===== config.mk =====
export PLATFORM = sky130hd
export DESIGN_NAME = im2col_scatter_address_gen
export DESIGN_NICKNAME = d
export VERILOG_FILES = /design/src/sv/i2cs_pkg.sv /design/src/sv/i2cs_cfg.sv /design/src/sv/i2cs_front.sv /design/src/sv/i2cs_expand.sv /design/src/sv/im2col_scatter_address_gen.sv
export SDC_FILE = /design/constraint.sdc
export NUM_CORES = 2
export LEC_CHECK = 0
export ABC_AREA = 1
export BUFFER_PORTS_ARGS = -buffer_cell sky130_fd_sc_hd__buf_4
export CAP_MARGIN = 0
export CELL_PAD_IN_SITES_DETAIL_PLACEMENT = 0
export CELL_PAD_IN_SITES_GLOBAL_PLACEMENT = 1
export CORE_UTILIZATION = 47
export CTS_BUF_LIST = sky130_fd_sc_hd__clkbuf_4 sky130_fd_sc_hd__clkbuf_8
export CTS_CLUSTER_SIZE = 8
export DETAILED_ROUTE_END_ITERATION = 8
export GPL_ROUTABILITY_DRIVEN = 0
export GPL_TIMING_DRIVEN = 1
export PLACE_DENSITY = 0.84
export SLEW_MARGIN = 30
export SYNTH_ARGS = -nofsm -noshare
export SYNTH_HDL_FRONTEND = slang
export SYNTH_SLANG_ARGS = --single-unit

===== constraint.sdc =====
create_clock -name clk -period 13 [get_ports clk]
set_clock_uncertainty 0.05 [all_clocks]
set_input_delay 2.6 -clock clk [delete_from_list [all_inputs] [get_ports clk]]
set_output_delay 2.6 -clock clk [all_outputs]
set_load 0.1 [all_outputs]

===== src/sv/i2cs_pkg.sv =====
`default_nettype none

package i2cs_pkg;

    // field and register widths
    localparam int FIELD_W    = 10;
    localparam int DIM_W      = 11;
    localparam int KDIM_W     = 4;
    localparam int KOFF_W     = 3;
    localparam int VALUE_W    = 32;
    localparam int ROW_W      = 30;
    localparam int COL_W      = 16;
    localparam int PATCH_W    = 22;
    localparam int AREA_W     = 7;
    localparam int CFG_IDX_W  = 3;
    localparam int CFG_DATA_W = 11;

    // default limits
    localparam int MAX_KERNEL_DIM_DEF = 8;
    localparam int MAX_IMAGE_DIM_DEF  = 1024;
    localparam int MAX_CHANNELS_DEF   = 1024;
    localparam int MAX_BATCH_DEF      = 1024;

    typedef logic [FIELD_W-1:0]    field_t;
    typedef logic [DIM_W-1:0]      dim_t;
    typedef logic [KDIM_W-1:0]     kdim_t;
    typedef logic [KOFF_W-1:0]     koff_t;
    typedef logic [VALUE_W-1:0]    value_t;
    typedef logic [ROW_W-1:0]      row_t;
    typedef logic [COL_W-1:0]      col_t;
    typedef logic [PATCH_W-1:0]    patch_t;
    typedef logic [AREA_W-1:0]     area_t;
    typedef logic [CFG_IDX_W-1:0]  cfg_idx_t;
    typedef logic [CFG_DATA_W-1:0] cfg_data_t;

    // register indexes of the configuration port
    typedef enum logic [CFG_IDX_W-1:0] {
        CFG_CHANNELS    = 3'd0,
        CFG_IMAGE_ROWS  = 3'd1,
        CFG_IMAGE_COLS  = 3'd2,
        CFG_KERNEL_ROWS = 3'd3,
        CFG_KERNEL_COLS = 3'd4,
        CFG_STEP_SIZE   = 3'd5
    } cfg_reg_t;

    // effective configuration and derived geometry
    typedef struct packed {
        dim_t   channels;
        dim_t   image_rows;
        dim_t   image_cols;
        kdim_t  kernel_rows;
        kdim_t  kernel_cols;
        kdim_t  step;
        dim_t   out_cols;
        patch_t patches;
        area_t  area;
        area_t  step_kc;
    } cfg_t;

    // one pixel ready for expansion into its im2col positions
    typedef struct packed {
        row_t   row_base;
        col_t   col_base;
        dim_t   pr_hi;
        dim_t   pr_lo;
        dim_t   pc_hi;
        dim_t   pc_lo;
        koff_t  b_first;
        value_t value;
    } item_t;

    // ceil(2^16 / d), exact quotient for 11-bit dividends and d up to 15
    function automatic logic [16:0] recip(input kdim_t d);
        logic [16:0] m;
        case (d)
            4'd2:    m = 17'd32768;
            4'd3:    m = 17'd21846;
            4'd4:    m = 17'd16384;
            4'd5:    m = 17'd13108;
            4'd6:    m = 17'd10923;
            4'd7:    m = 17'd9363;
            4'd8:    m = 17'd8192;
            4'd9:    m = 17'd7282;
            4'd10:   m = 17'd6554;
            4'd11:   m = 17'd5958;
            4'd12:   m = 17'd5462;
            4'd13:   m = 17'd5042;
            4'd14:   m = 17'd4682;
            4'd15:   m = 17'd4370;
            default: m = 17'd65536;
        endcase
        return m;
    endfunction

    // x / d by reciprocal multiply
    function automatic dim_t div_step(input dim_t x, input kdim_t d);
        logic [27:0] p;
        p = 28'(x) * 28'(recip(d));
        return p[26:16];
    endfunction

endpackage

`default_nettype wire


===== src/sv/i2cs_cfg.sv =====
`default_nettype none

module i2cs_cfg #(
    parameter int MAX_KERNEL_DIM = i2cs_pkg::MAX_KERNEL_DIM_DEF,
    parameter int MAX_IMAGE_DIM  = i2cs_pkg::MAX_IMAGE_DIM_DEF,
    parameter int MAX_CHANNELS   = i2cs_pkg::MAX_CHANNELS_DEF
) (
    input  wire logic                 clk,
    input  wire logic                 rst_n,
    input  wire logic                 cfg_wr_en,
    input  wire i2cs_pkg::cfg_idx_t   cfg_index,
    input  wire i2cs_pkg::cfg_data_t  cfg_data,
    output i2cs_pkg::cfg_t            cfg
);

    i2cs_pkg::dim_t   channels_reg;
    i2cs_pkg::dim_t   image_rows_reg;
    i2cs_pkg::dim_t   image_cols_reg;
    i2cs_pkg::kdim_t  kernel_rows_reg;
    i2cs_pkg::kdim_t  kernel_cols_reg;
    i2cs_pkg::kdim_t  step_reg;

    i2cs_pkg::dim_t   eff_ch;
    i2cs_pkg::dim_t   eff_ir;
    i2cs_pkg::dim_t   eff_ic;
    i2cs_pkg::kdim_t  eff_kr;
    i2cs_pkg::kdim_t  eff_kc;
    i2cs_pkg::kdim_t  eff_st;

    i2cs_pkg::dim_t   out_rows_next;
    i2cs_pkg::dim_t   out_cols_next;
    i2cs_pkg::dim_t   out_rows_reg;
    i2cs_pkg::dim_t   out_cols_reg;
    i2cs_pkg::patch_t patches_reg;
    i2cs_pkg::area_t  area_reg;
    i2cs_pkg::area_t  step_kc_reg;

    function automatic i2cs_pkg::dim_t clamp_dim(input i2cs_pkg::dim_t v, input int hi);
        i2cs_pkg::dim_t r;
        if (v == '0)
        begin
            r = i2cs_pkg::dim_t'(1);
        end
        else if (int'(v) > hi)
        begin
            r = i2cs_pkg::dim_t'(hi);
        end
        else
        begin
            r = v;
        end
        return r;
    endfunction

    function automatic i2cs_pkg::kdim_t clamp_kdim(input i2cs_pkg::kdim_t v, input int hi);
        i2cs_pkg::kdim_t r;
        if (v == '0)
        begin
            r = i2cs_pkg::kdim_t'(1);
        end
        else if (int'(v) > hi)
        begin
            r = i2cs_pkg::kdim_t'(hi);
        end
        else
        begin
            r = v;
        end
        return r;
    endfunction

    // register writes
    always_ff @(posedge clk or negedge rst_n)
    begin
        if (!rst_n)
        begin
            channels_reg    <= i2cs_pkg::dim_t'(1);
            image_rows_reg  <= i2cs_pkg::dim_t'(32);
            image_cols_reg  <= i2cs_pkg::dim_t'(32);
            kernel_rows_reg <= i2cs_pkg::kdim_t'(3);
            kernel_cols_reg <= i2cs_pkg::kdim_t'(3);
            step_reg        <= i2cs_pkg::kdim_t'(1);
        end
        else if (cfg_wr_en)
        begin
            case (cfg_index)
                i2cs_pkg::CFG_CHANNELS:    channels_reg    <= cfg_data;
                i2cs_pkg::CFG_IMAGE_ROWS:  image_rows_reg  <= cfg_data;
                i2cs_pkg::CFG_IMAGE_COLS:  image_cols_reg  <= cfg_data;
                i2cs_pkg::CFG_KERNEL_ROWS: kernel_rows_reg <= cfg_data[3:0];
                i2cs_pkg::CFG_KERNEL_COLS: kernel_cols_reg <= cfg_data[3:0];
                i2cs_pkg::CFG_STEP_SIZE:   step_reg        <= cfg_data[3:0];
                default: ;
            endcase
        end
    end

    // effective values
    always_comb
    begin
        eff_ch = clamp_dim(channels_reg, MAX_CHANNELS);
        eff_ir = clamp_dim(image_rows_reg, MAX_IMAGE_DIM);
        eff_ic = clamp_dim(image_cols_reg, MAX_IMAGE_DIM);
        eff_kr = clamp_kdim(kernel_rows_reg, MAX_KERNEL_DIM);
        eff_kc = clamp_kdim(kernel_cols_reg, MAX_KERNEL_DIM);
        eff_st = (step_reg == '0) ? i2cs_pkg::kdim_t'(1) : step_reg;
    end

    // output grid size, only meaningful while the kernel fits
    always_comb
    begin
        out_rows_next = i2cs_pkg::div_step(eff_ir - i2cs_pkg::dim_t'(eff_kr), eff_st)
                        + i2cs_pkg::dim_t'(1);
        out_cols_next = i2cs_pkg::div_step(eff_ic - i2cs_pkg::dim_t'(eff_kc), eff_st)
                        + i2cs_pkg::dim_t'(1);
    end

    // derived geometry, registered; patches is formed from the registered grid size
    always_ff @(posedge clk or negedge rst_n)
    begin
        if (!rst_n)
        begin
            out_rows_reg <= i2cs_pkg::dim_t'(30);
            out_cols_reg <= i2cs_pkg::dim_t'(30);
            area_reg     <= i2cs_pkg::area_t'(9);
            step_kc_reg  <= i2cs_pkg::area_t'(3);
            patches_reg  <= i2cs_pkg::patch_t'(900);
        end
        else
        begin
            out_rows_reg <= out_rows_next;
            out_cols_reg <= out_cols_next;
            area_reg     <= i2cs_pkg::area_t'(eff_kr) * i2cs_pkg::area_t'(eff_kc);
            step_kc_reg  <= i2cs_pkg::area_t'(eff_st) * i2cs_pkg::area_t'(eff_kc);
            patches_reg  <= i2cs_pkg::patch_t'(out_rows_reg) * i2cs_pkg::patch_t'(out_cols_reg);
        end
    end

    always_comb
    begin
        cfg.channels    = eff_ch;
        cfg.image_rows  = eff_ir;
        cfg.image_cols  = eff_ic;
        cfg.kernel_rows = eff_kr;
        cfg.kernel_cols = eff_kc;
        cfg.step        = eff_st;
        cfg.out_cols    = out_cols_reg;
        cfg.patches     = patches_reg;
        cfg.area        = area_reg;
        cfg.step_kc     = step_kc_reg;
    end

endmodule

`default_nettype wire


===== src/sv/i2cs_front.sv =====
`default_nettype none

module i2cs_front #(
    parameter int MAX_BATCH = i2cs_pkg::MAX_BATCH_DEF
) (
    input  wire logic               clk,
    input  wire logic               rst_n,
    input  wire i2cs_pkg::cfg_t     cfg,
    input  wire logic               in_valid,
    output logic                    in_stall,
    input  wire i2cs_pkg::field_t   batch_index,
    input  wire i2cs_pkg::field_t   channel_index,
    input  wire i2cs_pkg::field_t   pixel_row,
    input  wire i2cs_pkg::field_t   pixel_col,
    input  wire i2cs_pkg::value_t   pixel_value,
    output logic                    item_valid,
    input  wire logic               item_take,
    output i2cs_pkg::item_t         item
);

    logic s1_load;
    logic s2_load;
    logic s3_load;
    logic s4_load;

    // stage 1: captured request
    logic               s1_valid_reg;
    i2cs_pkg::field_t   s1_batch_reg;
    i2cs_pkg::field_t   s1_chan_reg;
    i2cs_pkg::field_t   s1_prow_reg;
    i2cs_pkg::field_t   s1_pcol_reg;
    i2cs_pkg::value_t   s1_value_reg;

    // stage 2: patch index bounds
    logic               s2_valid_reg;
    logic               s2_ok_reg;
    i2cs_pkg::field_t   s2_batch_reg;
    i2cs_pkg::field_t   s2_chan_reg;
    i2cs_pkg::field_t   s2_prow_reg;
    i2cs_pkg::field_t   s2_pcol_reg;
    i2cs_pkg::dim_t     s2_pr_hi_reg;
    i2cs_pkg::dim_t     s2_pr_lo_reg;
    i2cs_pkg::dim_t     s2_pc_hi_reg;
    i2cs_pkg::dim_t     s2_pc_lo_reg;
    i2cs_pkg::value_t   s2_value_reg;

    // stage 3: partial addresses
    logic               s3_valid_reg;
    logic               s3_hit_reg;
    i2cs_pkg::row_t     s3_bp_reg;
    i2cs_pkg::patch_t   s3_row_off_reg;
    i2cs_pkg::col_t     s3_cb_reg;
    i2cs_pkg::koff_t    s3_a_first_reg;
    i2cs_pkg::koff_t    s3_b_first_reg;
    i2cs_pkg::dim_t     s3_pr_hi_reg;
    i2cs_pkg::dim_t     s3_pr_lo_reg;
    i2cs_pkg::dim_t     s3_pc_hi_reg;
    i2cs_pkg::dim_t     s3_pc_lo_reg;
    i2cs_pkg::value_t   s3_value_reg;

    // stage 4: item for the expander
    logic               s4_valid_reg;
    i2cs_pkg::item_t    s4_item_reg;

    // stage 1 to 2 logic
    logic               fits;
    logic               ok;
    i2cs_pkg::dim_t     max_orow;
    i2cs_pkg::dim_t     max_ocol;
    i2cs_pkg::kdim_t    kr_m1;
    i2cs_pkg::kdim_t    kc_m1;
    i2cs_pkg::dim_t     orow_hi;
    i2cs_pkg::dim_t     ocol_hi;
    i2cs_pkg::dim_t     orow_lo;
    i2cs_pkg::dim_t     ocol_lo;
    i2cs_pkg::dim_t     st_m1;

    // stage 2 to 3 logic
    logic [14:0]        pr_st;
    logic [14:0]        pc_st;
    logic [14:0]        a_diff;
    logic [14:0]        b_diff;
    logic [31:0]        bp_full;
    logic [16:0]        cb_full;

    // stage 3 to 4 logic
    i2cs_pkg::area_t    a_kc;

    // load enables, back to front
    assign s4_load  = !s4_valid_reg || item_take;
    assign s3_load  = !s3_valid_reg || s4_load;
    assign s2_load  = !s2_valid_reg || s3_load;
    assign s1_load  = !s1_valid_reg || s2_load;
    assign in_stall = !s1_load;

    // stage 1
    always_ff @(posedge clk or negedge rst_n)
    begin
        if (!rst_n)
        begin
            s1_valid_reg <= 1'b0;
        end
        else if (s1_load)
        begin
            s1_valid_reg <= in_valid;
        end
    end

    always_ff @(posedge clk)
    begin
        if (s1_load)
        begin
            s1_batch_reg <= batch_index;
            s1_chan_reg  <= channel_index;
            s1_prow_reg  <= pixel_row;
            s1_pcol_reg  <= pixel_col;
            s1_value_reg <= pixel_value;
        end
    end

    // range checks and bounds of the covering patch origins
    always_comb
    begin
        fits = (i2cs_pkg::dim_t'(cfg.kernel_rows) <= cfg.image_rows)
            && (i2cs_pkg::dim_t'(cfg.kernel_cols) <= cfg.image_cols);
        ok   = fits
            && (i2cs_pkg::dim_t'(s1_prow_reg) < cfg.image_rows)
            && (i2cs_pkg::dim_t'(s1_pcol_reg) < cfg.image_cols)
            && (i2cs_pkg::dim_t'(s1_chan_reg) < cfg.channels)
            && (int'(s1_batch_reg) < MAX_BATCH);
        max_orow = cfg.image_rows - i2cs_pkg::dim_t'(cfg.kernel_rows);
        max_ocol = cfg.image_cols - i2cs_pkg::dim_t'(cfg.kernel_cols);
        orow_hi  = (i2cs_pkg::dim_t'(s1_prow_reg) < max_orow) ?
                   i2cs_pkg::dim_t'(s1_prow_reg) : max_orow;
        ocol_hi  = (i2cs_pkg::dim_t'(s1_pcol_reg) < max_ocol) ?
                   i2cs_pkg::dim_t'(s1_pcol_reg) : max_ocol;
        kr_m1    = cfg.kernel_rows - i2cs_pkg::kdim_t'(1);
        kc_m1    = cfg.kernel_cols - i2cs_pkg::kdim_t'(1);
        orow_lo  = (s1_prow_reg >= i2cs_pkg::field_t'(kr_m1)) ?
                   i2cs_pkg::dim_t'(s1_prow_reg - i2cs_pkg::field_t'(kr_m1)) : '0;
        ocol_lo  = (s1_pcol_reg >= i2cs_pkg::field_t'(kc_m1)) ?
                   i2cs_pkg::dim_t'(s1_pcol_reg - i2cs_pkg::field_t'(kc_m1)) : '0;
        st_m1    = i2cs_pkg::dim_t'(cfg.step) - i2cs_pkg::dim_t'(1);
    end

    // stage 2
    always_ff @(posedge clk or negedge rst_n)
    begin
        if (!rst_n)
        begin
            s2_valid_reg <= 1'b0;
        end
        else if (s2_load)
        begin
            s2_valid_reg <= s1_valid_reg;
        end
    end

    always_ff @(posedge clk)
    begin
        if (s2_load)
        begin
            s2_ok_reg    <= ok;
            s2_batch_reg <= s1_batch_reg;
            s2_chan_reg  <= s1_chan_reg;
            s2_prow_reg  <= s1_prow_reg;
            s2_pcol_reg  <= s1_pcol_reg;
            s2_pr_hi_reg <= i2cs_pkg::div_step(orow_hi, cfg.step);
            s2_pr_lo_reg <= i2cs_pkg::div_step(orow_lo + st_m1, cfg.step);
            s2_pc_hi_reg <= i2cs_pkg::div_step(ocol_hi, cfg.step);
            s2_pc_lo_reg <= i2cs_pkg::div_step(ocol_lo + st_m1, cfg.step);
            s2_value_reg <= s1_value_reg;
        end
    end

    // first kernel offsets and address products
    always_comb
    begin
        pr_st   = 15'(s2_pr_hi_reg) * 15'(cfg.step);
        pc_st   = 15'(s2_pc_hi_reg) * 15'(cfg.step);
        a_diff  = 15'(s2_prow_reg) - pr_st;
        b_diff  = 15'(s2_pcol_reg) - pc_st;
        bp_full = 32'(s2_batch_reg) * 32'(cfg.patches);
        cb_full = 17'(s2_chan_reg) * 17'(cfg.area);
    end

    // stage 3
    always_ff @(posedge clk or negedge rst_n)
    begin
        if (!rst_n)
        begin
            s3_valid_reg <= 1'b0;
        end
        else if (s3_load)
        begin
            s3_valid_reg <= s2_valid_reg;
        end
    end

    always_ff @(posedge clk)
    begin
        if (s3_load)
        begin
            s3_hit_reg     <= s2_ok_reg && (s2_pr_hi_reg >= s2_pr_lo_reg)
                                        && (s2_pc_hi_reg >= s2_pc_lo_reg);
            s3_bp_reg      <= bp_full[i2cs_pkg::ROW_W-1:0];
            s3_row_off_reg <= i2cs_pkg::patch_t'(s2_pr_hi_reg) * i2cs_pkg::patch_t'(cfg.out_cols);
            s3_cb_reg      <= cb_full[i2cs_pkg::COL_W-1:0];
            s3_a_first_reg <= a_diff[i2cs_pkg::KOFF_W-1:0];
            s3_b_first_reg <= b_diff[i2cs_pkg::KOFF_W-1:0];
            s3_pr_hi_reg   <= s2_pr_hi_reg;
            s3_pr_lo_reg   <= s2_pr_lo_reg;
            s3_pc_hi_reg   <= s2_pc_hi_reg;
            s3_pc_lo_reg   <= s2_pc_lo_reg;
            s3_value_reg   <= s2_value_reg;
        end
    end

    assign a_kc = i2cs_pkg::area_t'(s3_a_first_reg) * i2cs_pkg::area_t'(cfg.kernel_cols);

    // stage 4, pixels without any result are dropped here
    always_ff @(posedge clk or negedge rst_n)
    begin
        if (!rst_n)
        begin
            s4_valid_reg <= 1'b0;
        end
        else if (s4_load)
        begin
            s4_valid_reg <= s3_valid_reg && s3_hit_reg;
        end
    end

    always_ff @(posedge clk)
    begin
        if (s4_load)
        begin
            s4_item_reg.row_base <= s3_bp_reg + i2cs_pkg::row_t'(s3_row_off_reg);
            s4_item_reg.col_base <= s3_cb_reg + i2cs_pkg::col_t'(a_kc);
            s4_item_reg.pr_hi    <= s3_pr_hi_reg;
            s4_item_reg.pr_lo    <= s3_pr_lo_reg;
            s4_item_reg.pc_hi    <= s3_pc_hi_reg;
            s4_item_reg.pc_lo    <= s3_pc_lo_reg;
            s4_item_reg.b_first  <= s3_b_first_reg;
            s4_item_reg.value    <= s3_value_reg;
        end
    end

    assign item_valid = s4_valid_reg;
    assign item       = s4_item_reg;

`ifndef SYNTHESIS
    // every item handed on has at least one result
    a_item_nonempty: assert property (@(posedge clk) disable iff (!rst_n)
        s4_valid_reg |-> (s4_item_reg.pr_hi >= s4_item_reg.pr_lo)
                      && (s4_item_reg.pc_hi >= s4_item_reg.pc_lo))
        else $error("empty item reached the expander");
`endif

endmodule

`default_nettype wire


===== src/sv/i2cs_expand.sv =====
`default_nettype none

module i2cs_expand (
    input  wire logic               clk,
    input  wire logic               rst_n,
    input  wire i2cs_pkg::cfg_t     cfg,
    input  wire logic               item_valid,
    output logic                    item_take,
    input  wire i2cs_pkg::item_t    item,
    output logic                    out_valid,
    input  wire logic               out_stall,
    output i2cs_pkg::row_t          dest_row,
    output i2cs_pkg::col_t          dest_col,
    output i2cs_pkg::value_t        dest_value,
    output logic                    last
);

    // walk state
    logic               busy_reg;
    logic               busy_next;
    i2cs_pkg::row_t     row_ptr_reg;
    i2cs_pkg::row_t     row_ptr_next;
    i2cs_pkg::col_t     col_ptr_reg;
    i2cs_pkg::col_t     col_ptr_next;
    i2cs_pkg::dim_t     pr_reg;
    i2cs_pkg::dim_t     pr_next;
    i2cs_pkg::dim_t     pr_lo_reg;
    i2cs_pkg::dim_t     pr_lo_next;
    i2cs_pkg::dim_t     pc_reg;
    i2cs_pkg::dim_t     pc_next;
    i2cs_pkg::dim_t     pc_hi_reg;
    i2cs_pkg::dim_t     pc_hi_next;
    i2cs_pkg::dim_t     pc_lo_reg;
    i2cs_pkg::dim_t     pc_lo_next;
    i2cs_pkg::koff_t    b_reg;
    i2cs_pkg::koff_t    b_next;
    i2cs_pkg::koff_t    b_first_reg;
    i2cs_pkg::koff_t    b_first_next;
    i2cs_pkg::value_t   value_reg;
    i2cs_pkg::value_t   value_next;

    // output register
    logic               out_valid_reg;
    i2cs_pkg::row_t     dest_row_reg;
    i2cs_pkg::col_t     dest_col_reg;
    i2cs_pkg::value_t   dest_value_reg;
    logic               last_reg;

    logic               out_load;
    logic               emit;
    logic               last_now;

    assign out_load  = !out_valid_reg || !out_stall;
    assign emit      = busy_reg && out_load;
    assign last_now  = (pc_reg == pc_lo_reg) && (pr_reg == pr_lo_reg);
    assign item_take = item_valid && (!busy_reg || (emit && last_now));

    // next walk position: columns inner, rows outer, both descending
    always_comb
    begin
        busy_next    = busy_reg;
        row_ptr_next = row_ptr_reg;
        col_ptr_next = col_ptr_reg;
        pr_next      = pr_reg;
        pr_lo_next   = pr_lo_reg;
        pc_next      = pc_reg;
        pc_hi_next   = pc_hi_reg;
        pc_lo_next   = pc_lo_reg;
        b_next       = b_reg;
        b_first_next = b_first_reg;
        value_next   = value_reg;
        if (item_take)
        begin
            busy_next    = 1'b1;
            row_ptr_next = item.row_base;
            col_ptr_next = item.col_base;
            pr_next      = item.pr_hi;
            pr_lo_next   = item.pr_lo;
            pc_next      = item.pc_hi;
            pc_hi_next   = item.pc_hi;
            pc_lo_next   = item.pc_lo;
            b_next       = item.b_first;
            b_first_next = item.b_first;
            value_next   = item.value;
        end
        else if (emit)
        begin
            if (pc_reg != pc_lo_reg)
            begin
                pc_next = pc_reg - i2cs_pkg::dim_t'(1);
                b_next  = b_reg + i2cs_pkg::koff_t'(cfg.step);
            end
            else if (pr_reg != pr_lo_reg)
            begin
                pr_next      = pr_reg - i2cs_pkg::dim_t'(1);
                pc_next      = pc_hi_reg;
                b_next       = b_first_reg;
                row_ptr_next = row_ptr_reg - i2cs_pkg::row_t'(cfg.out_cols);
                col_ptr_next = col_ptr_reg + i2cs_pkg::col_t'(cfg.step_kc);
            end
            else
            begin
                busy_next = 1'b0;
            end
        end
    end

    always_ff @(posedge clk or negedge rst_n)
    begin
        if (!rst_n)
        begin
            busy_reg <= 1'b0;
        end
        else
        begin
            busy_reg <= busy_next;
        end
    end

    always_ff @(posedge clk)
    begin
        row_ptr_reg <= row_ptr_next;
        col_ptr_reg <= col_ptr_next;
        pr_reg      <= pr_next;
        pr_lo_reg   <= pr_lo_next;
        pc_reg      <= pc_next;
        pc_hi_reg   <= pc_hi_next;
        pc_lo_reg   <= pc_lo_next;
        b_reg       <= b_next;
        b_first_reg <= b_first_next;
        value_reg   <= value_next;
    end

    // output register
    always_ff @(posedge clk or negedge rst_n)
    begin
        if (!rst_n)
        begin
            out_valid_reg <= 1'b0;
        end
        else if (out_load)
        begin
            out_valid_reg <= emit;
        end
    end

    always_ff @(posedge clk)
    begin
        if (emit)
        begin
            dest_row_reg   <= row_ptr_reg + i2cs_pkg::row_t'(pc_reg);
            dest_col_reg   <= col_ptr_reg + i2cs_pkg::col_t'(b_reg);
            dest_value_reg <= value_reg;
            last_reg       <= last_now;
        end
    end

    assign out_valid  = out_valid_reg;
    assign dest_row   = dest_row_reg;
    assign dest_col   = dest_col_reg;
    assign dest_value = dest_value_reg;
    assign last       = last_reg;

`ifndef SYNTHESIS
    // walk never passes its lower bounds nor its upper column bound
    a_walk_bounds: assert property (@(posedge clk) disable iff (!rst_n)
        busy_reg |-> (pc_reg >= pc_lo_reg) && (pr_reg >= pr_lo_reg)
                  && (pc_hi_reg >= pc_reg))
        else $error("patch walk out of bounds");

    // column offset stays inside the kernel
    a_koff_range: assert property (@(posedge clk) disable iff (!rst_n)
        busy_reg |-> (i2cs_pkg::kdim_t'(b_reg) < cfg.kernel_cols))
        else $error("kernel column offset out of range");

    // a result that is not the last keeps the walk going
    a_more_follow: assert property (@(posedge clk) disable iff (!rst_n)
        emit && !last_now |=> busy_reg && out_valid_reg)
        else $error("walk ended before the last result");
`endif

endmodule

`default_nettype wire


===== src/sv/im2col_scatter_address_gen.sv =====
`default_nettype none

// im2col scatter address generator
// input channel: one image element per request (batch, channel, row, column, value),
//   taken at a rising edge with in_valid high and in_stall low
// output channel: one im2col position per request (dest_row, dest_col, dest_value),
//   taken with out_valid high and out_stall low; last marks the final position
//   of an element, elements covered by no patch give nothing
// configuration: cfg_wr_en writes cfg_data to register cfg_index; write only
//   while no element is in flight
// path: an element taken into stage 1 passes stages 2 to 4 and the walk registers
//   before its first position is in the output register when the output is free
// throughput: one position per cycle while out_stall is low; an element with n
//   positions holds the walk until its last (9 for a 3x3 kernel at step 1 inside
//   the image); a four-stage front end feeds it, one element per cycle unless stalled
// reset: rst_n clears all valid bits and loads the default geometry
//   (1 channel, 32x32 image, 3x3 kernel, step 1)
// stall: out_stall freezes the output register and the walk; the front end
//   fills up and then raises in_stall, nothing is lost or repeated
module im2col_scatter_address_gen #(
    parameter int MAX_KERNEL_DIM = i2cs_pkg::MAX_KERNEL_DIM_DEF,
    parameter int MAX_IMAGE_DIM  = i2cs_pkg::MAX_IMAGE_DIM_DEF,
    parameter int MAX_CHANNELS   = i2cs_pkg::MAX_CHANNELS_DEF,
    parameter int MAX_BATCH      = i2cs_pkg::MAX_BATCH_DEF
) (
    input  wire logic                 clk,
    input  wire logic                 rst_n,
    input  wire logic                 cfg_wr_en,
    input  wire i2cs_pkg::cfg_idx_t   cfg_index,
    input  wire i2cs_pkg::cfg_data_t  cfg_data,
    input  wire logic                 in_valid,
    output logic                      in_stall,
    input  wire i2cs_pkg::field_t     batch_index,
    input  wire i2cs_pkg::field_t     channel_index,
    input  wire i2cs_pkg::field_t     pixel_row,
    input  wire i2cs_pkg::field_t     pixel_col,
    input  wire i2cs_pkg::value_t     pixel_value,
    output logic                      out_valid,
    input  wire logic                 out_stall,
    output i2cs_pkg::row_t            dest_row,
    output i2cs_pkg::col_t            dest_col,
    output i2cs_pkg::value_t          dest_value,
    output logic                      last
);

    i2cs_pkg::cfg_t  cfg;
    logic            item_valid;
    logic            item_take;
    i2cs_pkg::item_t item;

    // configuration registers and derived geometry
    i2cs_cfg #(
        .MAX_KERNEL_DIM (MAX_KERNEL_DIM),
        .MAX_IMAGE_DIM  (MAX_IMAGE_DIM),
        .MAX_CHANNELS   (MAX_CHANNELS)
    ) u_cfg (
        .clk       (clk),
        .rst_n     (rst_n),
        .cfg_wr_en (cfg_wr_en),
        .cfg_index (cfg_index),
        .cfg_data  (cfg_data),
        .cfg       (cfg)
    );

    // per element address precompute
    i2cs_front #(
        .MAX_BATCH (MAX_BATCH)
    ) u_front (
        .clk           (clk),
        .rst_n         (rst_n),
        .cfg           (cfg),
        .in_valid      (in_valid),
        .in_stall      (in_stall),
        .batch_index   (batch_index),
        .channel_index (channel_index),
        .pixel_row     (pixel_row),
        .pixel_col     (pixel_col),
        .pixel_value   (pixel_value),
        .item_valid    (item_valid),
        .item_take     (item_take),
        .item          (item)
    );

    // walk over covering patches, one position per cycle while out_stall is low
    i2cs_expand u_expand (
        .clk        (clk),
        .rst_n      (rst_n),
        .cfg        (cfg),
        .item_valid (item_valid),
        .item_take  (item_take),
        .item       (item),
        .out_valid  (out_valid),
        .out_stall  (out_stall),
        .dest_row   (dest_row),
        .dest_col   (dest_col),
        .dest_value (dest_value),
        .last       (last)
    );

endmodule

`default_nettype wire

After elaboration in Yosys (flattened, before gate mapping)
Memories as Yosys holds them, arrays and structs flattened. Cells that the tools add are included.

Register bits after elaboration: 778. Latch bits: 0. Bits in writable memories: 0. ROM bits: 1632. Input port bits: 91. Output and inout port bits: 81. Word-level logic and storage cells: 222. Memories: 6.

Add/sub/neg operators: 22. $mul: 15. Divide/modulo/power cells: 0. Order comparisons: 16. Equal/unequal tests: 11. Shifts and indexed selects: 0. Multiplexer cells: 43. Bitwise operators: 0. Reduce and logical (&&, ||, !) cells: 44.

Memory list: (no name shown) (depth 16, bits a word 17, rd ports 1, clocked after memory_dff 0, wr ports 0, line i2cs_pkg.sv:75) `case (d)`; (no name shown) (depth 16, bits a word 17, rd ports 1, clocked after memory_dff 0, wr ports 0, line i2cs_pkg.sv:75); (no name shown) (depth 16, bits a word 17, rd ports 1, clocked after memory_dff 0, wr ports 0, line i2cs_pkg.sv:75); (no name shown) (depth 16, bits a word 17, rd ports 1, clocked after memory_dff 0, wr ports 0, line i2cs_pkg.sv:75); (no name shown) (depth 16, bits a word 17, rd ports 1, clocked after memory_dff 0, wr ports 0, line i2cs_pkg.sv:75); (no name shown) (depth 16, bits a word 17, rd ports 1, clocked after memory_dff 0, wr ports 0, line i2cs_pkg.sv:75).

Operators with widths (number): $mux 11 (18); $mul 11x17->27 (6); $mux 30 (4); $mux 17 (4); $mux 16 (4); $lt 10x11->1 (5); $mul 11x11->22 (2); $gt 11x11->1 const B (3); $logic_not 11->1 (3); $add 16x7->16 (2); $add 30x11->30 (1); $add 30x22->30 (1); $mul 10x22->30 (1); $sub 30x11->30 (1); $add 11x1->11 const B (2); $add 11x11->11 (2); $eq 11x11->1 (2); $ge 11x11->1 (2); $le 4x11->1 (2); $mul 11x4->3 (2); $ne 11x11->1 (2); $sub 10x4->11 (2); $sub 11x1->11 const B (2); $sub 11x4->11 (2); other kinds (26) (76).

Depth between registers and ports, before layout
Depth in word-level cells: 11. Gate-level depth with buffers: 52. Gate-level depth less buffers: 50.

Modules after synthesis
Synthesis repeated with hierarchy kept, for this count alone.

Cell total of the unflattened synthesis: 9950. Area total of the unflattened synthesis: 87624.0 um2.

Modules (own cells, without submodules): i2cs_front (instances 1, cells an instance 5984, area an instance 54888.9 um2, sequential area each 13643.1 um2); i2cs_cfg (instances 1, cells an instance 2845, area an instance 21501.9 um2, sequential area each 2607.5 um2); i2cs_expand (instances 1, cells an instance 1121, area an instance 11233.3 um2, sequential area each 6596.3 um2).

Least setup slack after synthesis
No wires, ideal clock.

Kind: input to output. Start: input port out_stall. End: output port in_stall. Arrival time: 11.441 ns. Data required time: 10.350 ns. Setup slack: -1.091 ns. Stages: 10. Buffers on the path: 0. Cells stage by stage: nand2_1 nand2_1 nand2_1 nor2_1 inv_1 nor2_1 inv_1 nor2_1 nand2_1 inv_1.

Word-level cells in the longest chain between the ends: 11.

RTL lines: start: declaration (line im2col_scatter_address_gen.sv:39) `input wire logic out_stall,`; $logic_not 1->1 (line i2cs_expand.sv:53) `assign out_load = !out_valid_reg || !out_stall;`; $logic_or 1x1->1 (line i2cs_expand.sv:53); $logic_and 1x1->1 (line i2cs_expand.sv:54) `assign emit = busy_reg && out_load;`; $logic_and 1x1->1 (line i2cs_expand.sv:56) `assign item_take = item_valid && (!busy_reg || (emit && last_now));`; $logic_or 1x1->1 (line i2cs_expand.sv:56); $logic_and 1x1->1 (line i2cs_expand.sv:56); $logic_or 1x1->1 (line i2cs_front.sv:90) `assign s4_load = !s4_valid_reg || item_take;`; named net u_front.s4_load (line i2cs_front.sv:24) `logic s4_load;`; $logic_or 1x1->1 (line i2cs_front.sv:91) `assign s3_load = !s3_valid_reg || s4_load;`; named net u_front.s3_load (line i2cs_front.sv:23) `logic s3_load;`; $logic_or 1x1->1 (line i2cs_front.sv:92) `assign s2_load = !s2_valid_reg || s3_load;`; $logic_or 1x1->1 (line i2cs_front.sv:93) `assign s1_load = !s1_valid_reg || s2_load;`; $logic_not 1->1 (line i2cs_front.sv:94) `assign in_stall = !s1_load;`; end: declaration (line im2col_scatter_address_gen.sv:32) `output logic in_stall,`.

The timed path passes the listed nets, and every way through them passes these cells.

Worst setup path in the final report
Start: register u_cfg.kernel_cols_reg[3]. End: register u_front.s2_pc_hi_reg[4] (data pin).

Word-level cells in the longest chain between the ends: 7. Elaborated cells on any way between the ends: 8. Classes of those cells: add/sub: 1; mul: 1; order compare: 2; mux: 3; reduce/logical: 1.

RTL lines: start: declaration (line i2cs_cfg.sv:20) `i2cs_pkg::kdim_t kernel_cols_reg;`; start signal: assignment (line i2cs_cfg.sv:81) `kernel_cols_reg <= i2cs_pkg::kdim_t'(3);`; start signal: assignment (line i2cs_cfg.sv:91) `i2cs_pkg::CFG_KERNEL_COLS: kernel_cols_reg <= cfg_data[3:0];`; $gt 4x4->1 (line i2cs_cfg.sv:61) `else if (int'(v) > hi)`; $mux 4 (line i2cs_cfg.sv:61); $mux 4 (*) (line i2cs_cfg.sv:57) `if (v == '0)`; $sub 11x4->11 (*) (line i2cs_front.sv:132) `max_ocol = cfg.image_cols - i2cs_pkg::dim_t'(cfg.kernel_cols);`; $lt 10x11->1 (line i2cs_front.sv:135) `ocol_hi = (i2cs_pkg::dim_t'(s1_pcol_reg) < max_ocol) ?`; $mux 11 (*) (line i2cs_front.sv:135); $mul 11x17->27 (*) (line i2cs_pkg.sv:98) `p = 28'(x) * 28'(recip(d));`; end signal: assignment (line i2cs_front.sv:170) `s2_pc_hi_reg <= i2cs_pkg::div_step(ocol_hi, cfg.step);`; end: declaration (line i2cs_front.sv:43) `i2cs_pkg::dim_t s2_pc_hi_reg;`.

Every way passes the cells marked *; elsewhere a longest branch is shown, timed or not. A chain may end at the register's enable or synchronous reset.

==> results.cfg <==
[clock_network]
cts_tree = built
insertion_delay_ps = 860
postCtsSetupBuffers = 0
cts_resized = 0
cts_buffer_depth = 3
htreeDepth = 4
cts_buffers = 132
clock-sinks = 778
cts-hold-fix-buffers = 0
clk_pin_slew_ps = 80
cts_root_buffer = clkbuf_8

[floorplanning]
rows = 155
placeableCoreArea_sq_mm = 0.1784
initial_core_util = 0.4734
ios = 172
fp.dieW_um = 425.9
die-area_sq_mm = 0.1814
die_h_um = 425.9

[timing]
worst_slew_pin_slew_ps = 1036
min_period_ps = 11100
layout_worst_path_cycle_share = 0.8536
setup_tns_ps = 0
finalSetupViolCount = 0
fmax_mhz = 90.12
grt_setup_unrepaired = false
hold_viol = 0
hold_ws_ps = 350.6
slew_violations = 0
relSlewSlack = 0.3092

[global_routing]
grt.total_usage = 0.2572
grt_max_degree = 92
global_route.overflow_total = 0
grt_first_pass_wirelength_um = 361600
antenna_found_initial = 3
first_global_vias = 65220

[setup_path]
cp.required_ps = 13560
cp-start-kind = flip-flop
critPathKind = reg -> reg
worstPathMaxFanout = 16
cpMostUsedCell = nand2_1
cp_slowest_stage_delay_ps = 760
cpMaxStageDelayCell = xor2_1
cp_data_arrival_time_ps = 11650
critPathCaptureType = flip-flop

[detailed_routing]
wl_um = 227800
drc = 0
drt-pass1-iter-count = 8
drt_iter0_markers = 4996
avgRoutedWirePerCell_um = 19.24
ant_nets = 0
num_vias = 62680
viasPerCell = 5.295

[synth]
netlist_instances = 9248
synth_cell_types = 71
synth_top_cell_area_share = 0.2787
synth-async-reset-ratio = 0.1401
seq_area_frac_synth = 0.2705
ys_ff_latch = 778
yosysTopAreaCell = fa_1
avgSynthCellArea_sq_um = 9.134
synthTopCellsByArea = fa_1 (28%), edfxtp_1 (24%), ha_1 (11%), nand2_1 (9.2%), inv_1 (8.4%)
yosysWarningCount = 0
synth_ff_type = edfxtp_1
syn_area_sq_mm = 0.08447
synth_edf_count = 669

[layout]
layout_common_cells = nand2_1 (2065), inv_1 (1874), fa_1 (1176)
syn_to_final_growth_pct = 8.055
final_common_cell = nand2_1
largest_reg_flops = 125
final.fill_count = 16230
layout.nets = 11430
drive_gt1_frac = 0.06222
stdcell_area_sq_mm = 0.09128

[outcome]
run_status = completed

[hold_path]
hp-class = reg -> reg

[flow_run]
max_cap_violations = 0

[place]
dp_hpwl_um = 175200
io_buffer_count = 171
post_dp_cell_area_sq_mm = 0.08852
## cell families after synthesis
logic type,count (synthesis),share of synthesized area
other cells,2,0.00008890
buf+inv,2199,0.09822
xor+xnor,359,0.03731
fa+ha+maj,1947,0.3929
compound gates,796,0.05226
mux,1,0.0001185
flops,778,0.2705
simple gates,3166,0.1486
## per-layer routing
metal / track usage / wire length [um] / up-vias
li1: - / - / 28750
met1: 0.3472 / 96660 / 30980
met2: 0.4095 / 102400 / 2425
met3: 0.04490 / 18690 / 531
met4: 0.1065 / 10030 / 0
met5: 0 / 0 / -
## cell usage after synthesis, types with 3 or more instances
| library cell | n |
|---|---|
| nand2_1 | 2067 |
| inv_1 | 1881 |
| fa_1 | 1176 |
| ha_1 | 771 |
| nor2_1 | 756 |
| edfxtp_1 | 669 |
| a21oi_1 | 354 |
| clkbuf_1 | 257 |
| xor2_1 | 250 |
| o21ai_0 | 244 |
| nand3_1 | 136 |
| xnor2_1 | 108 |
| dfrtp_1 | 85 |
| nor3_1 | 71 |
| nand4_1 | 43 |
| a31oi_1 | 40 |
| o21ai_1 | 33 |
| buf_2 | 25 |
| dfstp_2 | 24 |
| or2_2 | 24 |
| nor4_1 | 20 |
| o21bai_1 | 18 |
| clkinv_1 | 16 |
| o31ai_1 | 16 |
| a21o_1 | 14 |
| inv_2 | 13 |
| o211ai_1 | 12 |
| nand2_2 | 11 |
| a221oi_1 | 9 |
| nand3b_1 | 9 |
| o21a_1 | 9 |
| a211oi_1 | 8 |
| a2111oi_0 | 5 |
| a21boi_0 | 5 |
| nor3b_1 | 5 |
| or2_1 | 5 |
| buf_1 | 4 |
| o2111ai_1 | 4 |
| o21ai_2 | 4 |
| buf_4 | 3 |
| nor2_2 | 3 |
| nor2_4 | 3 |
| o22ai_1 | 3 |
## worst paths after layout
| kind | start | endpoint | slack (ps) | cells past startpoint |
|---|---|---|---|---|
| max in group asynchronous | rst_n | u_expand.out_valid$_DFFE_PN0P_ | 10120 | 2 |
| min | u_front.item[21]$_DFFE_PP_ | u_expand.value_reg[21]$_DFFE_PP_ | 350 | 0 |
| min in group asynchronous | rst_n | u_cfg.patches_reg[6]$_DFF_PN0_ | 1660 | 1 |
| min reg2reg | u_front.item[21]$_DFFE_PP_ | u_expand.value_reg[21]$_DFFE_PP_ | 350 | 0 |
| max | u_cfg.kernel_cols_reg[3]$_DFFE_PN0P_ | u_front.s2_pc_hi_reg[4]$_DFFE_PP_ | 1900 | 39 |
| max reg2reg | u_cfg.kernel_cols_reg[3]$_DFFE_PN0P_ | u_front.s2_pc_hi_reg[4]$_DFFE_PP_ | 1900 | 39 |
## cell type report
class / instances / area [sq um] / share of cell area
antenna: 1 / 2.502 / 0.00002742
clock buffer: 178 / 2193 / 0.02403
clock inverter: 44 / 508.0 / 0.005565
inverter: 1910 / 7184 / 0.07871
multi-input combinational: 6315 / 53640 / 0.5877
sequential: 778 / 22850 / 0.2503
tap: 2355 / 2947 / 0.03228
timing repair buffer: 257 / 1956 / 0.02143
## critical path: cells and delay by family (launching register included)
kind	cells	cell delay [ps]
AND/OR/NAND/NOR	19	2390
adder cells (fa/ha/maj)	8	3620
flip-flops	1	570
AO/OA/AOI/OAI	5	1670
buffers and inverters	5	1600
XOR/XNOR	2	920
## per-stage QoR
step,util,worst slack [ps],std cells
after floorplan,-,172.7,9292
after global routing,0.5116,1394,11840
after detailed placement,0.4961,2248,11610
after global placement,0.4961,2575,11610
final,0.5116,1904,11840
after CTS,0.5113,2191,11840
Power is left out: the tool's default activity adds up to more than one toggle a clock period on the data nets, which glitch-free logic cannot reach.
